===== src/rtl/tjss_ram.sv =====
// Generic single-write, single-read RAM with registered read data.
module tjss_ram #(
	parameter int WIDTH = 32,
	parameter int DEPTH = 64
) (
	input  logic                     clk,
	input  logic                     we,
	input  logic [$clog2(DEPTH)-1:0] waddr,
	input  logic [WIDTH-1:0]         wdata,
	input  logic [$clog2(DEPTH)-1:0] raddr,
	output logic [WIDTH-1:0]         rdata
);

	logic [WIDTH-1:0] mem_q [DEPTH];

	// Write port and registered read port.
	always_ff @(posedge clk) begin
		if (we) begin
			mem_q[waddr] <= wdata;
		end
		rdata <= mem_q[raddr];
	end

endmodule


===== config.mk =====
export PLATFORM = sky130hd
export DESIGN_NAME = tjss_ram
export DESIGN_NICKNAME = d
export VERILOG_FILES = /design/src/rtl/tjss_ram.sv
export SDC_FILE = /design/constraint.sdc
export NUM_CORES = 2
export LEC_CHECK = 0
export ABC_CLOCK_PERIOD_IN_PS = 3500
export BUFFER_PORTS_ARGS = -buffer_cell sky130_fd_sc_hd__buf_4
export CAP_MARGIN = 20
export CORE_AREA = 4 4 517 519
export DETAILED_ROUTE_END_ITERATION = 7
export DIE_AREA = 0 0 521 523
export PLACE_DENSITY = 0.46
export RECOVER_POWER = 100
export SLEW_MARGIN = 15
export SYNTH_ARGS = -nofsm -noshare
export SYNTH_HDL_FRONTEND = slang
export SYNTH_SLANG_ARGS = --single-unit
export TNS_END_PERCENT = 1

===== constraint.sdc =====
create_clock -name clk -period 3.5 [get_ports clk]
set_clock_uncertainty 0.05 [all_clocks]
set_input_delay 0.35 -clock clk [delete_from_list [all_inputs] [get_ports clk]]
set_output_delay 0.35 -clock clk [all_outputs]
set_load 0.01 [all_outputs]

Yosys cells after proc, flatten, opt, wreduce, memory -nomap -nowiden
Memory sizes are Yosys's and may differ from the RTL's. A register that Yosys moved wholly into a read port is not among the register bits.
Cells that the tools add are included.
W data, S select, Z words.
{"block": "totals", "elab_cells": 3, "ram_bits": 2048, "output_inout_bits": 32, "mem_count": 1, "inputBits": 46, "register_bits": 0}
{"block": "classes", "muxes": 2}
{"memory": "mem_q", "depth": 64, "width": 32, "rd": 1, "rd_clocked_by_memory_dff": 1, "wr": 1, "line_no": "14", "rtl": "logic [WIDTH-1:0] mem_q [DEPTH];"}
{"operator": "$mux W1", "count": 2}

Longest topological paths before layout
{"block": "depth", "depth_word": 2, "mapped_depth": 10, "depth_no_buf": 5}

Worst setup path before layout
No wires, ideal clock.
{"block": "synth_path", "path_kind": "input -> register", "from": "input port waddr[3]", "to": "memory mem_q[48][0], enable pin", "n_path_buf": 1, "arrival_ns": 3.049, "stages": 4, "path_slack_ns": -0.060, "setup_time_ns": 0.461, "path_cell_list": "clkbuf_1 -> nor2b_1 -> nand4b_1 -> nor3_1"}
{"element": "from (decl)", "line_no": "8", "rtl": "input logic [$clog2(DEPTH)-1:0] waddr,"}
{"element": "to (decl)", "line_no": "14"}
No word-level cell before the write port.

==> impl_metrics.yaml <==
timing:
  rsz0062_at_grt: "false"
  tightest_slew_ns: 3.653
  slew_violations: 2430
  clock.fmax_mhz: 332.6
  finalHoldViolations: 0
  fin_crit_sh_pct: 85.89
  min_period_ns: 3.006
  tns_ns: 0
  relSlewSlack_pct: -143.5
  setup_viol: 0
clock_network:
  cts.htree.levels: 4
  cts_setup_buffers: 0
  cts_hold_buf: 14
  cts_sinks: 2080
  ctsRootBufferMaster: "clkbuf_16"
  clk_pin_slew_ns: 0.06
  cts_resized: 0
  cts_tree: "done"
  clk_latency_ns: 0.86
  cts_made_buffers: 216
  cts_buffer_depth: 3
synth:
  ys_top_cells_by_count: "2048 x edfxtp_1, 544 x mux4_2, 137 x nor2_1"
  syn_area_per_cell_um2: 23.62
  yosysSeqAreaShare_pct: 79.14
  yosys_warnings: 0
  synth_nets: 3370
  synth_area_leaders: "edfxtp_1 78%, mux4_2 16%, mux2i_1 1.2%, dfxtp_1 0.82%, o22ai_1 0.67%"
  async_reset_ff_share_pct: 0
  yosys_most_used_dff: "edfxtp_1"
  yosysTopAreaCell: "edfxtp_1"
  synth_most_common_cell: "edfxtp_1"
  synth_edf_count: 2048
  synth_seq_cells: 2080
  syn-cell-area_um2: 78520
  yosysUniqueCellTypes: 34
  synthCells: 3324
  synthDominantCellAreaShare_pct: 78.33
drt:
  wl_per_cell_um: 31.60
  wl_met2_mm: 114.0
  routed.top_layer: "met5"
  wl_met1_mm: 103.6
  viasPerCell: 5.057
  routed_wirelength_mm: 234.3
  ant_nets: 0
  drtIter0Drc: 3738
  drc: 0
  drtPass1Iterations: 5
  wl_met3_mm: 11.37
  num_vias: 37490
power:
  power.share.sequential_pct: 52.2
  p_per_area_nw_per_um2: 577.0
  power_mw: 53.26
  power_frac_clock_pct: 42.6
  p_sw_mw: 11.54
  ir_drop_uv: 408.2
  swShare_pct: 21.67
  intPower_mw: 41.72
  leakage_nw: 28.35
  p_comb_share_pct: 5.2
floorplan:
  io_pins: 78
  die_h_um: 523
  dieArea_um2: 272500
  die_w_um: 521
  coreArea_um2: 262000
  rows: 188
  start_util_pct: 29.96
grt:
  grt.overflow.total: 0
  grt_pass1_wl_mm: 322.1
  grt_max_degree: 65
  grt_pass1_vias: 38170
  antenna_found_initial: 22
  grt_usage_pct: 17.01
critical_path:
  cp.required_ns: 4.18
  crit_type: "in -> reg"
  arrival_ns: 3.69
  cp-end-kind: "flop"
  critPathMaxFanout: 13
  startpoint_type: "input pin"
final_layout:
  drive_gt1_share_pct: 29.17
  syn2layout_area_growth_pct: 17.57
  nets: 3747
status:
  violations: "max-capacitance violations, max-slew violations"
  outcome: "complete, but fails checks"
flow_run:
  maxCapViolations: 50
placement:
  place_congestion: 0.7564
  hpwl_mm: 131.1
  portBuffers: 77
min_path:
  hp-class: "in -> reg"
==> logic make-up after synthesis <==
| logic type | count (synthesis) | share of synthesized area, % |
|---|---|---|
| and+or+nand+nor | 223 | 1.265 |
| AOI/OAI and AO/OA | 202 | 1.673 |
| muxes | 637 | 16.79 |
| DFF | 2080 | 79.14 |
| buffers and inverters | 182 | 1.128 |
==> worst paths after layout <==
kind	end	cells past startpoint	slack [ns]	start
hold reg to reg	rdata[4]	5	0.85	mem_q[13][4]
hold / removal	mem_q[19][18]	4	0.22	waddr[4]
setup / recovery	rdata[26]	9	0.49	raddr[4]
setup reg to reg	rdata[6]	4	0.90	mem_q[28][6]
==> power groups by stage <==
stage / combinational [mW] / sequential, mW / clock [mW]
final: 2.78 / 27.8 / 22.7
after global routing: 2.95 / 27.8 / 24.3
after CTS: 2.94 / 27.7 / 23.3
after detailed placement: 2.92 / 28.3 / 0
after global placement: 2.90 / 28.3 / 0
after floorplan: 1.34 / 28.2 / 0
==> layout make-up <==
class,count,area [µm²]
fill,24250,169700
sequential,2080,62140
multi-input combinational,1062,15740
clock buffer,289,5821
tap,3515,4398
timing repair buffer,341,3027
clock inverter,112,1149
antenna,14,35.03
==> sequential cells by signal (all words and copies together), names as in the netlist <==
register	cells
mem_q	2048
rdata	32
==> layer usage <==
metal / vias to the layer above / GRT usage [%]
met3: 277 / 2.506
met2: 1012 / 27.88
li1: 15070 / -
met4: 4 / 4.352
met1: 21120 / 23.87
met5: - / 0
==> metrics by stage <==
step / hold WS (ns) / setup WS, ns / std cells / utilization [%] / area [µm²]
after floorplan: 0.3989 / -0.05303 / 3324 / - / 78520
after global placement: 0.6957 / -0.1477 / 6984 / 32.85 / 86070
after detailed placement: 0.6961 / -0.09344 / 6984 / 32.85 / 86070
after CTS: 0.0003393 / 0.8171 / 7399 / 35.56 / 93180
after global routing: 0.1859 / 0.4468 / 7403 / 35.22 / 92280
final: 0.2185 / 0.4938 / 7413 / 35.23 / 92310
==> worst max-delay path, cell delays in order <==
cell	delay [ns]
dlygate4sd3_1	0.52
clkbuf_1	0.65
nand2b_1	0.79
buf_4	0.50
o221ai_1	0.16
a21oi_1	0.12
a21oi_1	0.14
clkbuf_1	0.33
nor2_1	0.09
==> layout by cell type, fill, tap and decap left out, drive strengths merged, types with 7 or more instances in the layout <==
cell and instances:
a21oi 62, clkbuf 402, dlygate4sd3 14, mux4 544, mux2i 93, buf 214, a311oi 8, bufinv 19
a22oi 12, nand2b 8, diode 14, nor2b 15, nand2 26, edfxtp 2048, clkinv 80, nor2 137
inv 8, o22ai 84, o221ai 27, dfxtp 32, nor3 7
Power figures use the tool's default switching activity.
