===== config.mk =====
export PLATFORM = sky130hd
export DESIGN_NAME = tjss_sort_cell
export DESIGN_NICKNAME = d
export VERILOG_FILES = /design/src/rtl/tjss_pkg.sv /design/src/rtl/tjss_sort_cell.sv
export SDC_FILE = /design/constraint.sdc
export NUM_CORES = 1
export LEC_CHECK = 0
export BUFFER_PORTS_ARGS = -buffer_cell sky130_fd_sc_hd__buf_2
export CORE_UTILIZATION = 50
export DETAILED_ROUTE_END_ITERATION = 10
export GPL_TIMING_DRIVEN = 0
export PLACE_DENSITY = 0.78
export SLEW_MARGIN = 20
export SYNTH_ARGS = -nofsm -noshare
export SYNTH_HDL_FRONTEND = slang
export SYNTH_SLANG_ARGS = --single-unit
export TNS_END_PERCENT = 10

===== constraint.sdc =====
create_clock -name clk -period 3.3 [get_ports clk]
set_input_delay 0.495 -clock clk [delete_from_list [all_inputs] [get_ports clk]]
set_output_delay 0.495 -clock clk [all_outputs]
set_load 0.05 [all_outputs]

===== src/rtl/tjss_pkg.sv =====
// Shared types and constants for the tree joint state sampler.
package tjss_pkg;

	// Width of one sort weight: a full product of two Q0.32 values.
	localparam int WEIGHT_W = 64;
	// Width of a state index carried through the sort chain (up to 16 states).
	localparam int IDX_W = 4;

	// Request codes of the input transaction.
	typedef enum logic [1:0] {
		REQ_LOAD_LIK   = 2'd0,
		REQ_LOAD_TRANS = 2'd1,
		REQ_ROOT       = 2'd2,
		REQ_NODE       = 2'd3
	} req_t;

	// Configuration register indexes.
	localparam logic CFG_STATE_COUNT = 1'b0;
	localparam logic CFG_ZERO_BASED  = 1'b1;

	// Sequencer states, one-hot.
	typedef enum logic [6:0] {
		ST_IDLE   = 7'b0000001,
		ST_PARENT = 7'b0000010,
		ST_FEED   = 7'b0000100,
		ST_FLUSH  = 7'b0001000,
		ST_THRESH = 7'b0010000,
		ST_SCAN   = 7'b0100000,
		ST_DONE   = 7'b1000000
	} state_t;

	// One weighted state travelling through the sort chain.
	typedef struct packed {
		logic                vld;
		logic [IDX_W-1:0]    idx;
		logic [WEIGHT_W-1:0] weight;
	} sort_entry_t;

	// Control shared by every sort cell.
	typedef struct packed {
		logic clear;
		logic shift;
	} cell_ctrl_t;

endpackage


===== src/rtl/tjss_sort_cell.sv =====
// One cell of the systolic descending sort chain.
module tjss_sort_cell (
	input  logic                 clk,
	input  logic                 arst_n,
	input  tjss_pkg::cell_ctrl_t ctrl,
	input  tjss_pkg::sort_entry_t ins_in,
	input  tjss_pkg::sort_entry_t shift_in,
	output tjss_pkg::sort_entry_t held,
	output tjss_pkg::sort_entry_t pass
);

	tjss_pkg::sort_entry_t held_q;
	tjss_pkg::sort_entry_t pass_q;

	// Keep the larger entry, hand the smaller one to the next cell.
	// Equal weights are ordered by index, so lower indexes stay ahead
	// whatever order the entries reach this cell in.
	always_ff @(posedge clk or negedge arst_n) begin
		if (!arst_n) begin
			held_q <= '0;
			pass_q <= '0;
		end else if (ctrl.clear) begin
			held_q <= '0;
			pass_q <= '0;
		end else if (ctrl.shift) begin
			held_q <= shift_in;
			pass_q <= '0;
		end else if (ins_in.vld) begin
			if (!held_q.vld || (ins_in.weight > held_q.weight)
				|| ((ins_in.weight == held_q.weight) && (ins_in.idx < held_q.idx))) begin
				held_q <= ins_in;
				pass_q <= held_q;
			end else begin
				pass_q <= ins_in;
			end
		end else begin
			pass_q <= '0;
		end
	end

	assign held = held_q;
	assign pass = pass_q;

endmodule


# [Word level (Yosys, flattened, before mapping)]
# Index checks and enable logic that the tools add are counted.
[totals] elab_cells=24 regBits=138
[op_classes] mux=8 n_reduce_logical=7 n_lt_le_gt_ge=2 eq_ne=1
[op_table] operator="69-bit 2-to-1 mux" n=8
[op_table] operator="64-bit equality test" n=1
[op_table] operator="64-bit > comparator" n=1
[op_table] operator="3-bit nonzero test" n=2
[op_table] operator="4-bit less-than comparator" n=1
[op_table] operator="1-bit logical OR" n=2
[op_table] operator="2-bit AND reduction" n=1
[op_table] operator="1-bit logical AND" n=1
[op_table] operator="1-bit zero test" n=1

# [Logic depth before layout (Yosys ltp)]
# Gate-level depths: netlist of the first run.
[logic_depth] depth_word=7 ltp_mapped=12 depth_no_buf=10

# [Least setup slack after synthesis of the first run]
# No wires, ideal clock.
[synth_path] path_kind="register -> register" startpoint="register held_q, in the netlist held[14]" endpoint="register held_q, in the netlist held[16]" path_stages_with_launch=13 t_required_ns=3.175 arrival_ns=3.105 n_path_buf=2 slack_ns=0.070 path_cell_list="dfrtp_1 > inv_1 > ha_1 > a21oi_1 > nand2_1 > a221o_1 > o31a_1 > o211ai_2 > nand2_1 > o31ai_4 > buf_6 > buf_12 > mux2_4"
[synth_via] elab_chain_len=5 elab_cells_between_ends=7 cone_classes="order compare: 1; eq/ne: 1; reduce/logical: 5"
[synth_rtl] item="start, declared" line="tjss_sort_cell.sv:12" source="tjss_pkg::sort_entry_t held_q;"
[synth_rtl] item="start signal, assigned" line="tjss_sort_cell.sv:26" source="held_q <= shift_in;"
[synth_rtl] item="start signal, assigned" line="tjss_sort_cell.sv:31" source="held_q <= ins_in;"
[synth_rtl] item="64-bit > comparator or 64-bit equality test (tied branches)" line="tjss_sort_cell.sv:29, tjss_sort_cell.sv:30"
[synth_rtl] item="1-bit logical OR or 1-bit logical AND (tied branches)" line="tjss_sort_cell.sv:29, tjss_sort_cell.sv:30"
[synth_rtl] item="1-bit logical OR *" line="tjss_sort_cell.sv:30" source="|| ((ins_in.weight == held_q.weight) && (ins_in.idx < held_q.idx))) begin"
[synth_rtl] item="3-bit nonzero test (no line) *"
[synth_rtl] item="2-bit AND reduction (no line) *"
# Every way passes the cells marked *; elsewhere a longest branch is shown, timed or not.
# A chain may end at the register's enable or synchronous reset.

# [Worst setup path in the final report of the first run]
[layout_path] startpoint="register held_q, in the netlist held[46]" endpoint="register held_q, in the netlist held[2]"
# The elaborated chain is that of the path after synthesis.

==> impl_metrics.env, run 1 <==
export IMPL_status="finished clean"
export IMPL_initial_core_util_pct=51.43
export IMPL_nNetsFinal=1376
export IMPL_crit_buf_inv=3
export IMPL_power_density_nw_per_um2=482.4
export IMPL_leakagePower_nw=5.637
export IMPL_rsz0062_at_grt="true"
export IMPL_area_growth_pct=28.99
export IMPL_vias=7803
export IMPL_die_h_um=132.8
export IMPL_stdcell_count=1401
export IMPL_pin_count=280
export IMPL_worstPathCellList="inv_1 -> ha_4 -> nand4_1 -> nor3_1 -> a221o_1 -> o31a_1 -> nor3_4 -> nand2_2 -> o31ai_4 -> buf_4 -> buf_4 -> mux2_2"
export IMPL_overflow=0
export IMPL_dieArea_um2=17650
export IMPL_dp_slack_ns=-0.4402
export IMPL_firstDrtPassIters=5
export IMPL_synthCells=863
export IMPL_fin_area_um2=11040
export IMPL_skew_ns=0.01392
export IMPL_place_area_um2=10260
export IMPL_synth_edff_count=0
export IMPL_fmaxAchievable_ghz=0.3101
export IMPL_drc_errors=0
export IMPL_antenna_found_initial=1
export IMPL_wl_met1_um=10620
export IMPL_wl_met2_um=12420
export IMPL_cts_sinks=138
export IMPL_clk_pin_slew_worst_paths_ns=0.06
export IMPL_async_flop_share_pct=100.0
export IMPL_setup_violations=0
export IMPL_clk_latency_ns=0.42
export IMPL_wl_per_cell_um=17.97
export IMPL_r2r_start="held[46]$_DFFE_PN0P_"
export IMPL_cts_tree="yes"
export IMPL_fp_dieW_um=132.8
export IMPL_slowest_delay_ns=0.42
export IMPL_avgSynthCellArea_um2=9.918
export IMPL_numPortBuffers=277
export IMPL_crit_arrival_ns=3.53
export IMPL_critPathMostFrequentCell="buf_4"
export IMPL_finalSetupTns_ns=0
export IMPL_globalplace_congestion=0.8926
export IMPL_layout_drive_gt1_share_pct=36.19
export IMPL_hold_violations=0
export IMPL_path_class="register to register"
export IMPL_synth_distinct_cells=44
export IMPL_dp_cells=1361
export IMPL_cts_buffers=17
export IMPL_synth_area_um2=8559
export IMPL_ant_nets=0
export IMPL_rows=47
export IMPL_end_kind="register"
export IMPL_cts_root_buffer="clkbuf_16"
export IMPL_vias_per_cell=5.570
export IMPL_worstMarginPinSlew_ns=0.8392
export IMPL_ir_worst_vdd_mv=0.3524
export IMPL_period_share_pct=97.72
export IMPL_finalMaxSlewViolations=0
export IMPL_cts_buffer_depth=2
export IMPL_ys_seq_elements=138
export IMPL_grt_max_degree=74
export IMPL_first_global_vias=7538
export IMPL_worst_path_dominant_cell_family="compound AO/OA/AOI/OAI gates"
export IMPL_crit_path_start_kind="register"
export IMPL_synth_yosys_seq_area_share_pct=40.34
export IMPL_routed_wl_um=25180
export IMPL_crit_fanout=10
export IMPL_grt_pass1_wl_um=39740
export IMPL_yosys_warnings=0
export IMPL_relSlewSlack_pct=44.05
export IMPL_dp_hpwl_um=18590
export IMPL_period_needed_ns=3.225
export IMPL_startpoint="held[46]$_DFFE_PN0P_"
export IMPL_synth_ff_type="dfrtp_1"
export IMPL_dr_wl_met3_um=1600
export IMPL_drtIter0Drc=448
export IMPL_min_path_type="input port to asynchronous set/reset pin"
export IMPL_cp_required_ns=3.60
export IMPL_drv_cap=0
export IMPL_htreeDepth=4
export IMPL_coreArea_um2=16640
export IMPL_grt_util_all_layers_pct=28.86
export IMPL_fin_ws_ns=0.07525
export IMPL_top_layer_used="met4"
export IMPL_final_util_pct=66.34
export IMPL_cp_slowest_cell="dfrtp_1"
export IMPL_syn_nets=1072
## layout by cell type (no fill, tap or decap), types with 27 or more instances in the layout
| master | netlist | layout |
|---|---|---|
| dfrtp_1 | 138 | 138 |
| clkbuf_1 | 36 | 28 |
| nand3_1 | 76 | 76 |
| mux2_2 | 48 | 48 |
| nor2_1 | 74 | 74 |
| buf_2 | 4 | 281 |
| o21ai_0 | 79 | 78 |
| a21boi_0 | 49 | 49 |
| mux2i_1 | 68 | 68 |
| a21oi_1 | 27 | 27 |
| ha_1 | 67 | 65 |
| inv_1 | 69 | 69 |
## synthesized netlist by cell type (10+ instances only)
master    count  area (um2)
inv_1        69       259.0
nand4_1      12       75.07
mux2_2       48       540.5
nor2_1       74       277.8
a21oi_1      27       135.1
a21boi_1     20       150.1
clkbuf_1     36       135.1
mux2_4       20       300.3
ha_1         67       838.3
nand2_1      15       56.30
mux2i_1      68       680.7
dfrtp_1     138        3453
nand3_1      76       380.4
o21ai_0      79       395.4
a21boi_0     49       367.9
buf_1        10       37.54
## power breakdown
group	leakage, nW	switching, mW	internal, mW
combinational	3.50	0.982	0.493
clock	0.297	0.737	1.23
sequential	1.84	0.0932	1.79
## logic make-up (layout without fill, tap and decap cells)
family	Yosys count	count (layout)	synth area share [%]
adder cells (fa/ha/maj)	67	67	9.794
AND/OR/NAND/NOR	202	202	11.61
flip-flops	138	138	40.34
AO/OA/AOI/OAI	192	192	14.14
other	0	1	0
buffers and inverters	128	445	6.344
multiplexers	136	136	17.78
## metrics by stage
step	total power, mW	hold WS (ns)
global route	5.559	0.04501
floorplan	2.869	0.1994
detailed placement	3.344	0.4729
finish	5.326	0.001295
global placement	3.308	0.5354
CTS	5.318	0.02968
## worst paths after layout
kind | to | slack, ns | depth (start not counted)
worst max-delay path | held[2]$_DFFE_PN0P_ | 0.08 | 12
worst min-delay path | held[24]$_DFFE_PN0P_ | 0.001 | 1
worst max register to register | held[2]$_DFFE_PN0P_ | 0.08 | 12
worst min register to register | held[55]$_DFFE_PN0P_ | 0.56 | 1
max in group asynchronous | held[50]$_DFFE_PN0P_ | 2.55 | 2
min in group clk | pass[55]$_DFF_PN0_ | 0.34 | 3
## repair_timing
item,CTS,global route
endpoints found under the setup margin,102,122
hold buffers,0,0
pin swaps,7,10
resized for setup,17,23
setup buffers,2,5
## registers in the layout, indices dropped and copies added, names as in the netlist
register / flops
pass: 69
held: 69
## layout make-up
class                           instances  area (um2)
Antenna cell                            1       2.502
Tap cell                              220       275.3
Multi-Input combinational cell        597        4663
Fill cell                            1359        5602
Inverter                               69       259.0
Timing Repair Buffer                  285        1476
Sequential cell                       138        3453
Buffer                                 59       306.5
Clock buffer                           21       460.4
Clock inverter                         11       143.9
## layer usage
metal	vias up	global-route usage, %
met5	-	0
met2	328	48.40
met1	3790	36.77
met4	0	10.22
met3	46	6.015
li1	3639	-
No activity file was read; power rests on OpenSTA's default activity.
==> inputs of run 2 (changes only) <==
CORE_UTILIZATION = 52   (was 50)
PLACE_DENSITY = 0.81   (was 0.78)
==> run 2 against run 1 <==
Hold slack gained 0.015 ns. Largest power group unchanged. Final cell count grew 0.86%. Clock skew shrank 0.0045 ns. Combinational power grew 4%. Largest cell class unchanged.
==> impl_metrics.env, run 2 (same netlist as run 1, synthesis figures left out) <==
export IMPL_place_area_um2=10250
export IMPL_clk_pin_slew_worst_paths_ns=0.06
export IMPL_fin_area_um2=11340
export IMPL_vias=8042
export IMPL_dp_slack_ns=-0.4492
export IMPL_grt_max_degree=73
export IMPL_cts_buffer_depth=2
export IMPL_globalplace_congestion=0.8640
export IMPL_fin_ws_ns=0.03602
export IMPL_min_path_type="input port to asynchronous set/reset pin"
export IMPL_pin_count=280
export IMPL_status="finished clean"
export IMPL_cts_tree="yes"
export IMPL_grt_util_all_layers_pct=30.12
export IMPL_fillCellCount=1222
export IMPL_worstMarginPinSlew_ns=0.8550
export IMPL_cts_hold_buf=0
export IMPL_clk_latency_ns=0.42
export IMPL_ant_nets=0
export IMPL_rsz0062_at_grt="true"
export IMPL_antenna_found_initial=1
export IMPL_area_growth_pct=32.48
export IMPL_ir_worst_vdd_mv=0.3786
export IMPL_path_class="register to register"
export IMPL_dieArea_um2=16980
export IMPL_cts_buffers=17
export IMPL_vias_per_cell=5.691
export IMPL_skew_ns=0.009418
export IMPL_dp_hpwl_um=18600
export IMPL_firstDrtPassIters=7
export IMPL_setup_violations=0
export IMPL_stdcell_count=1413
export IMPL_cts_sinks=138
export IMPL_relSlewSlack_pct=43.00
export IMPL_leakagePower_nw=5.771
export IMPL_final_common_cell="buf_2"
export IMPL_die_h_um=130.3
export IMPL_mostFrequentLayoutCells="buf_2, dfrtp_1, nand3_1, o21ai_0, nor2_1"
export IMPL_wl_per_cell_um=18.20
export IMPL_overflow=0
export IMPL_period_share_pct=98.91
export IMPL_numPortBuffers=277
export IMPL_first_global_vias=7513
export IMPL_cp_required_ns=3.60
export IMPL_crit_path_start_kind="register"
export IMPL_initial_core_util_pct=53.50
export IMPL_drtIter0Drc=424
export IMPL_cts_root_buffer="clkbuf_16"
export IMPL_coreArea_um2=16000
export IMPL_rows=46
export IMPL_routed_wl_um=25710
export IMPL_dp_cells=1357
export IMPL_crit_fanout=6
export IMPL_htreeDepth=4
export IMPL_hold_violations=0
export IMPL_period_needed_ns=3.264
export IMPL_layout_drive_gt1_share_pct=37.37
export IMPL_crit_arrival_ns=3.57
export IMPL_end_kind="register"
export IMPL_nNetsFinal=1392
export IMPL_drc_errors=0
export IMPL_finalMaxSlewViolations=0
export IMPL_fmaxAchievable_ghz=0.3064
export IMPL_power_density_nw_per_um2=489.7
export IMPL_fp_dieW_um=130.3
export IMPL_drv_cap=0
export IMPL_grt_pass1_wl_um=38770
run 2: worst paths after layout:
check                                      from              endpoint  slack (ns)  depth (start not counted)
setup / recovery           held[27]$_DFFE_PN0P_  held[31]$_DFFE_PN0P_        0.04                         15
hold / removal                           arst_n  held[23]$_DFFE_PN0P_        0.02                          1
setup reg to reg           held[27]$_DFFE_PN0P_  held[31]$_DFFE_PN0P_        0.04                         15
hold reg to reg            held[55]$_DFFE_PN0P_  held[55]$_DFFE_PN0P_        0.55                          1
max in group asynchronous                arst_n     pass[0]$_DFF_PN0_        2.54                          2
min in group clk                     ins_in[18]    pass[18]$_DFF_PN0_        0.35                          3
run 2: final cells by class:
cell class	count	area, um2	area share (%)
diodes	1	2.502	0.02207
plain buffers	59	344.1	3.034
clock buffers	20	466.7	4.116
clock inverters	12	193.9	1.710
inverters	69	259.0	2.284
multi-input cells	597	4697	41.42
flip-flops and latches	138	3455	30.46
well taps	216	270.3	2.383
repair buffers	301	1652	14.56
run 2: through the flow:
stage          utilization, %  setup TNS (ns)  power, mW  hold WS, ns
6_report                70.87               0      5.553      0.01636
5_1_grt                 70.87          -4.352      5.789      0.04326
4_1_cts                 68.63        -0.01226      5.490      0.03315
3_5_place_dp            64.08          -28.81      3.345       0.4793
3_3_place_gp            63.85          -53.09      3.303       0.5339
2_1_floorplan               -               0      2.869       0.1994
run 2: metal layers:
| layer | wire length [um] | GRT usage, % |
|---|---|---|
| met1 | 10480 | 38.01 |
| met3 | 1760 | 6.765 |
| met5 | 0 | 0 |
| met2 | 12690 | 50.00 |
| met4 | 782 | 12.11 |
run 2: timing repair:
| action | 4_1_cts | 5_1_grt |
|---|---|---|
| pin swaps | 2 | 16 |
| cloned | 0 | 2 |
| buffers inserted | 3 | 18 |
| gates resized for setup | 11 | 47 |
| setup endpoints to repair | 59 | 125 |
| hold endpoints to repair | 0 | 0 |
run 2: report_power, final:
group	leakage [nW]	switching [mW]	internal [mW]
Combinational	3.61	1.00	0.528
Clock	0.322	0.741	1.40
Sequential	1.84	0.0911	1.79
run 2: critical path, cell delays in order, from the launching register on:
cell and delay, ns:
dfrtp_1 0.39, inv_1 0.07, ha_1 0.33, nand4_1 0.25
buf_4 0.23, nor4_4 0.17, nand4_1 0.19, buf_4 0.20
nor4_4 0.19, buf_4 0.19, nor3_2 0.05, nor2_4 0.13
o31ai_4 0.11, buf_6 0.17, clkbuf_16 0.17, mux2_4 0.29
==> inputs of run 3 (changes only) <==
==> constraint.sdc (replaced) <==
create_clock -name clk -period 3.3 [get_ports clk]
set_input_delay 0.165 -clock clk [delete_from_list [all_inputs] [get_ports clk]]
set_output_delay 0.165 -clock clk [all_outputs]
set_load 0.05 [all_outputs]
==> run 3 against run 2 <==
Maximum frequency about the same. Via count about the same. Count of clock-buffer cells in the layout unchanged. Worst setup slack about the same. Global-route usage about the same. Combinational power about the same. Clock skew increased by 0.00099 ns. Final cell count about the same. Non-clock buffer count increased by 1. Die area unchanged. Critical path type unchanged. Largest cell class unchanged.
==> impl_metrics.env, run 3 (same netlist as run 1, synthesis figures left out) <==
export IMPL_relSlewSlack_pct=43.02
export IMPL_fp_dieW_um=130.3
export IMPL_grt_util_all_layers_pct=30.14
export IMPL_mostFrequentLayoutCells="buf_2, dfrtp_1, nand3_1, o21ai_0, nor2_1"
export IMPL_period_share_pct=98.89
export IMPL_power_density_nw_per_um2=489.2
export IMPL_htreeDepth=4
export IMPL_fmaxAchievable_ghz=0.3064
export IMPL_drtIter0Drc=389
export IMPL_vias=8040
export IMPL_nNetsFinal=1393
export IMPL_drv_cap=0
export IMPL_coreArea_um2=16000
export IMPL_first_global_vias=7525
export IMPL_fin_ws_ns=0.03649
export IMPL_hold_violations=0
export IMPL_multi_input_area_um2=4697
export IMPL_layout_drive_gt1_share_pct=37.34
export IMPL_pin_count=280
export IMPL_area_growth_pct=32.60
export IMPL_finalMaxSlewViolations=0
export IMPL_drc_errors=0
export IMPL_fillCellCount=1221
export IMPL_setup_violations=0
export IMPL_cts_buffers=17
export IMPL_p_comb_share_pct=27.6
export IMPL_dieArea_um2=16980
export IMPL_intPower_mw=3.719
export IMPL_firstDrtPassIters=5
export IMPL_wl_per_cell_um=18.21
export IMPL_cts_tree="yes"
export IMPL_clkPwrFrac_pct=38.5
export IMPL_grt_max_degree=73
export IMPL_seqPwrFrac_pct=33.9
export IMPL_cts_buffer_depth=2
export IMPL_end_kind="register"
export IMPL_routed_wl_um=25750
export IMPL_overflow=0
export IMPL_antenna_found_initial=1
export IMPL_final_common_cell="buf_2"
export IMPL_globalplace_congestion=0.8640
export IMPL_path_class="register to register"
export IMPL_min_path_type="input port to register"
export IMPL_register_area_um2=3455
export IMPL_cts_root_buffer="clkbuf_16"
export IMPL_period_needed_ns=3.264
export IMPL_grt_pass1_wl_um=38800
export IMPL_hold_slack_ns=0.01880
export IMPL_crit_arrival_ns=3.56
export IMPL_worstMarginPinSlew_ns=0.8547
export IMPL_dp_slack_ns=-0.2510
export IMPL_crit_fanout=6
export IMPL_clk_latency_ns=0.42
export IMPL_vias_per_cell=5.686
export IMPL_ir_worst_vdd_mv=0.3788
export IMPL_leakagePower_nw=5.775
export IMPL_rsz0062_at_grt="true"
export IMPL_numPortBuffers=277
export IMPL_status="finished clean"
export IMPL_dp_hpwl_um=18600
export IMPL_final_util_pct=70.93
export IMPL_rows=46
export IMPL_cts_sinks=138
export IMPL_cp_required_ns=3.60
export IMPL_initial_core_util_pct=53.50
export IMPL_ant_nets=0
export IMPL_clk_pin_slew_worst_paths_ns=0.06
export IMPL_crit_path_start_kind="register"
export IMPL_die_h_um=130.3
export IMPL_skew_ns=0.01041
export IMPL_switching_share_pct=33.02
export IMPL_switchingPower_mw=1.833
run 3: changes by cell type in the layout (fill, tap and decap cells not counted):
cell,previous run,this run
dlygate4sd3_1,0,1
run 3: area by class of cell:
type	count	area share, %
diodes	1	0.02205
plain buffers	59	3.032
clock buffers	20	4.112
clock inverters	12	1.709
inverters	69	2.282
multi-input cells	597	41.38
flip-flops and latches	138	30.44
well taps	216	2.381
repair buffers	302	14.64
run 3: power groups by stage:
stage / logic (mW) / clock network (mW) / registers, mW
final: 1.53 / 2.14 / 1.88
after detailed placement: 1.43 / 0 / 1.91
after global placement: 1.39 / 0 / 1.91
after floorplan: 0.620 / 0 / 2.25
after global routing: 1.66 / 2.23 / 1.90
after CTS: 1.46 / 2.15 / 1.88
run 3: what timing repair did:
action | 4_1_cts | 5_1_grt
setup buffers | 3 | 18
pin swaps | 2 | 16
resized for setup | 11 | 47
endpoints found under the setup margin | 59 | 125
hold buffers | 1 | 0
hold endpoints to repair | 66 | 0
cloned | 0 | 2
run 3: layer usage:
metal	vias up	track usage, %	wire (um)
met3	62	6.765	1692
met1	3935	38.01	10540
li1	3687	-	-
met5	-	0	0
met2	356	50.06	12720
met4	0	12.11	796
run 3: critical path, cell delays in order, from the launching register on:
cell and delay [ns]:
dfrtp_1 0.39, inv_1 0.07, ha_1 0.33, nand4_1 0.24
buf_4 0.23, nor4_4 0.17, nand4_1 0.19, buf_4 0.20
nor4_4 0.19, buf_4 0.19, nor3_2 0.05, nor2_4 0.13
o31ai_4 0.11, buf_6 0.17, clkbuf_16 0.17, mux2_4 0.29
run 3: stage by stage:
| step | cell area, um2 | std cells | power [mW] | TNS [ns] |
|---|---|---|---|---|
| 2_1_floorplan | 8559 | 863 | 2.869 | 0 |
| 3_3_place_gp | 10220 | 1356 | 3.303 | -3.298 |
| 3_5_place_dp | 10250 | 1357 | 3.345 | -4.880 |
| 4_1_cts | 10990 | 1393 | 5.491 | -0.01226 |
| 5_1_grt | 11350 | 1414 | 5.790 | -4.352 |
| 6_report | 11350 | 1414 | 5.552 | 0 |
run 3: worst paths after layout:
| check | start | slack, ns | cells past startpoint | to |
|---|---|---|---|---|
| min in group asynchronous | arst_n | 0.29 | 2 | held[23]$_DFFE_PN0P_ |
| hold / removal | ins_in[18] | 0.02 | 3 | pass[18]$_DFF_PN0_ |
| max in group asynchronous | arst_n | 2.27 | 3 | pass[0]$_DFF_PN0_ |
| hold reg to reg | held[55]$_DFFE_PN0P_ | 0.55 | 1 | held[55]$_DFFE_PN0P_ |
| setup reg to reg | held[27]$_DFFE_PN0P_ | 0.04 | 15 | held[31]$_DFFE_PN0P_ |
| setup / recovery | held[27]$_DFFE_PN0P_ | 0.04 | 15 | held[31]$_DFFE_PN0P_ |
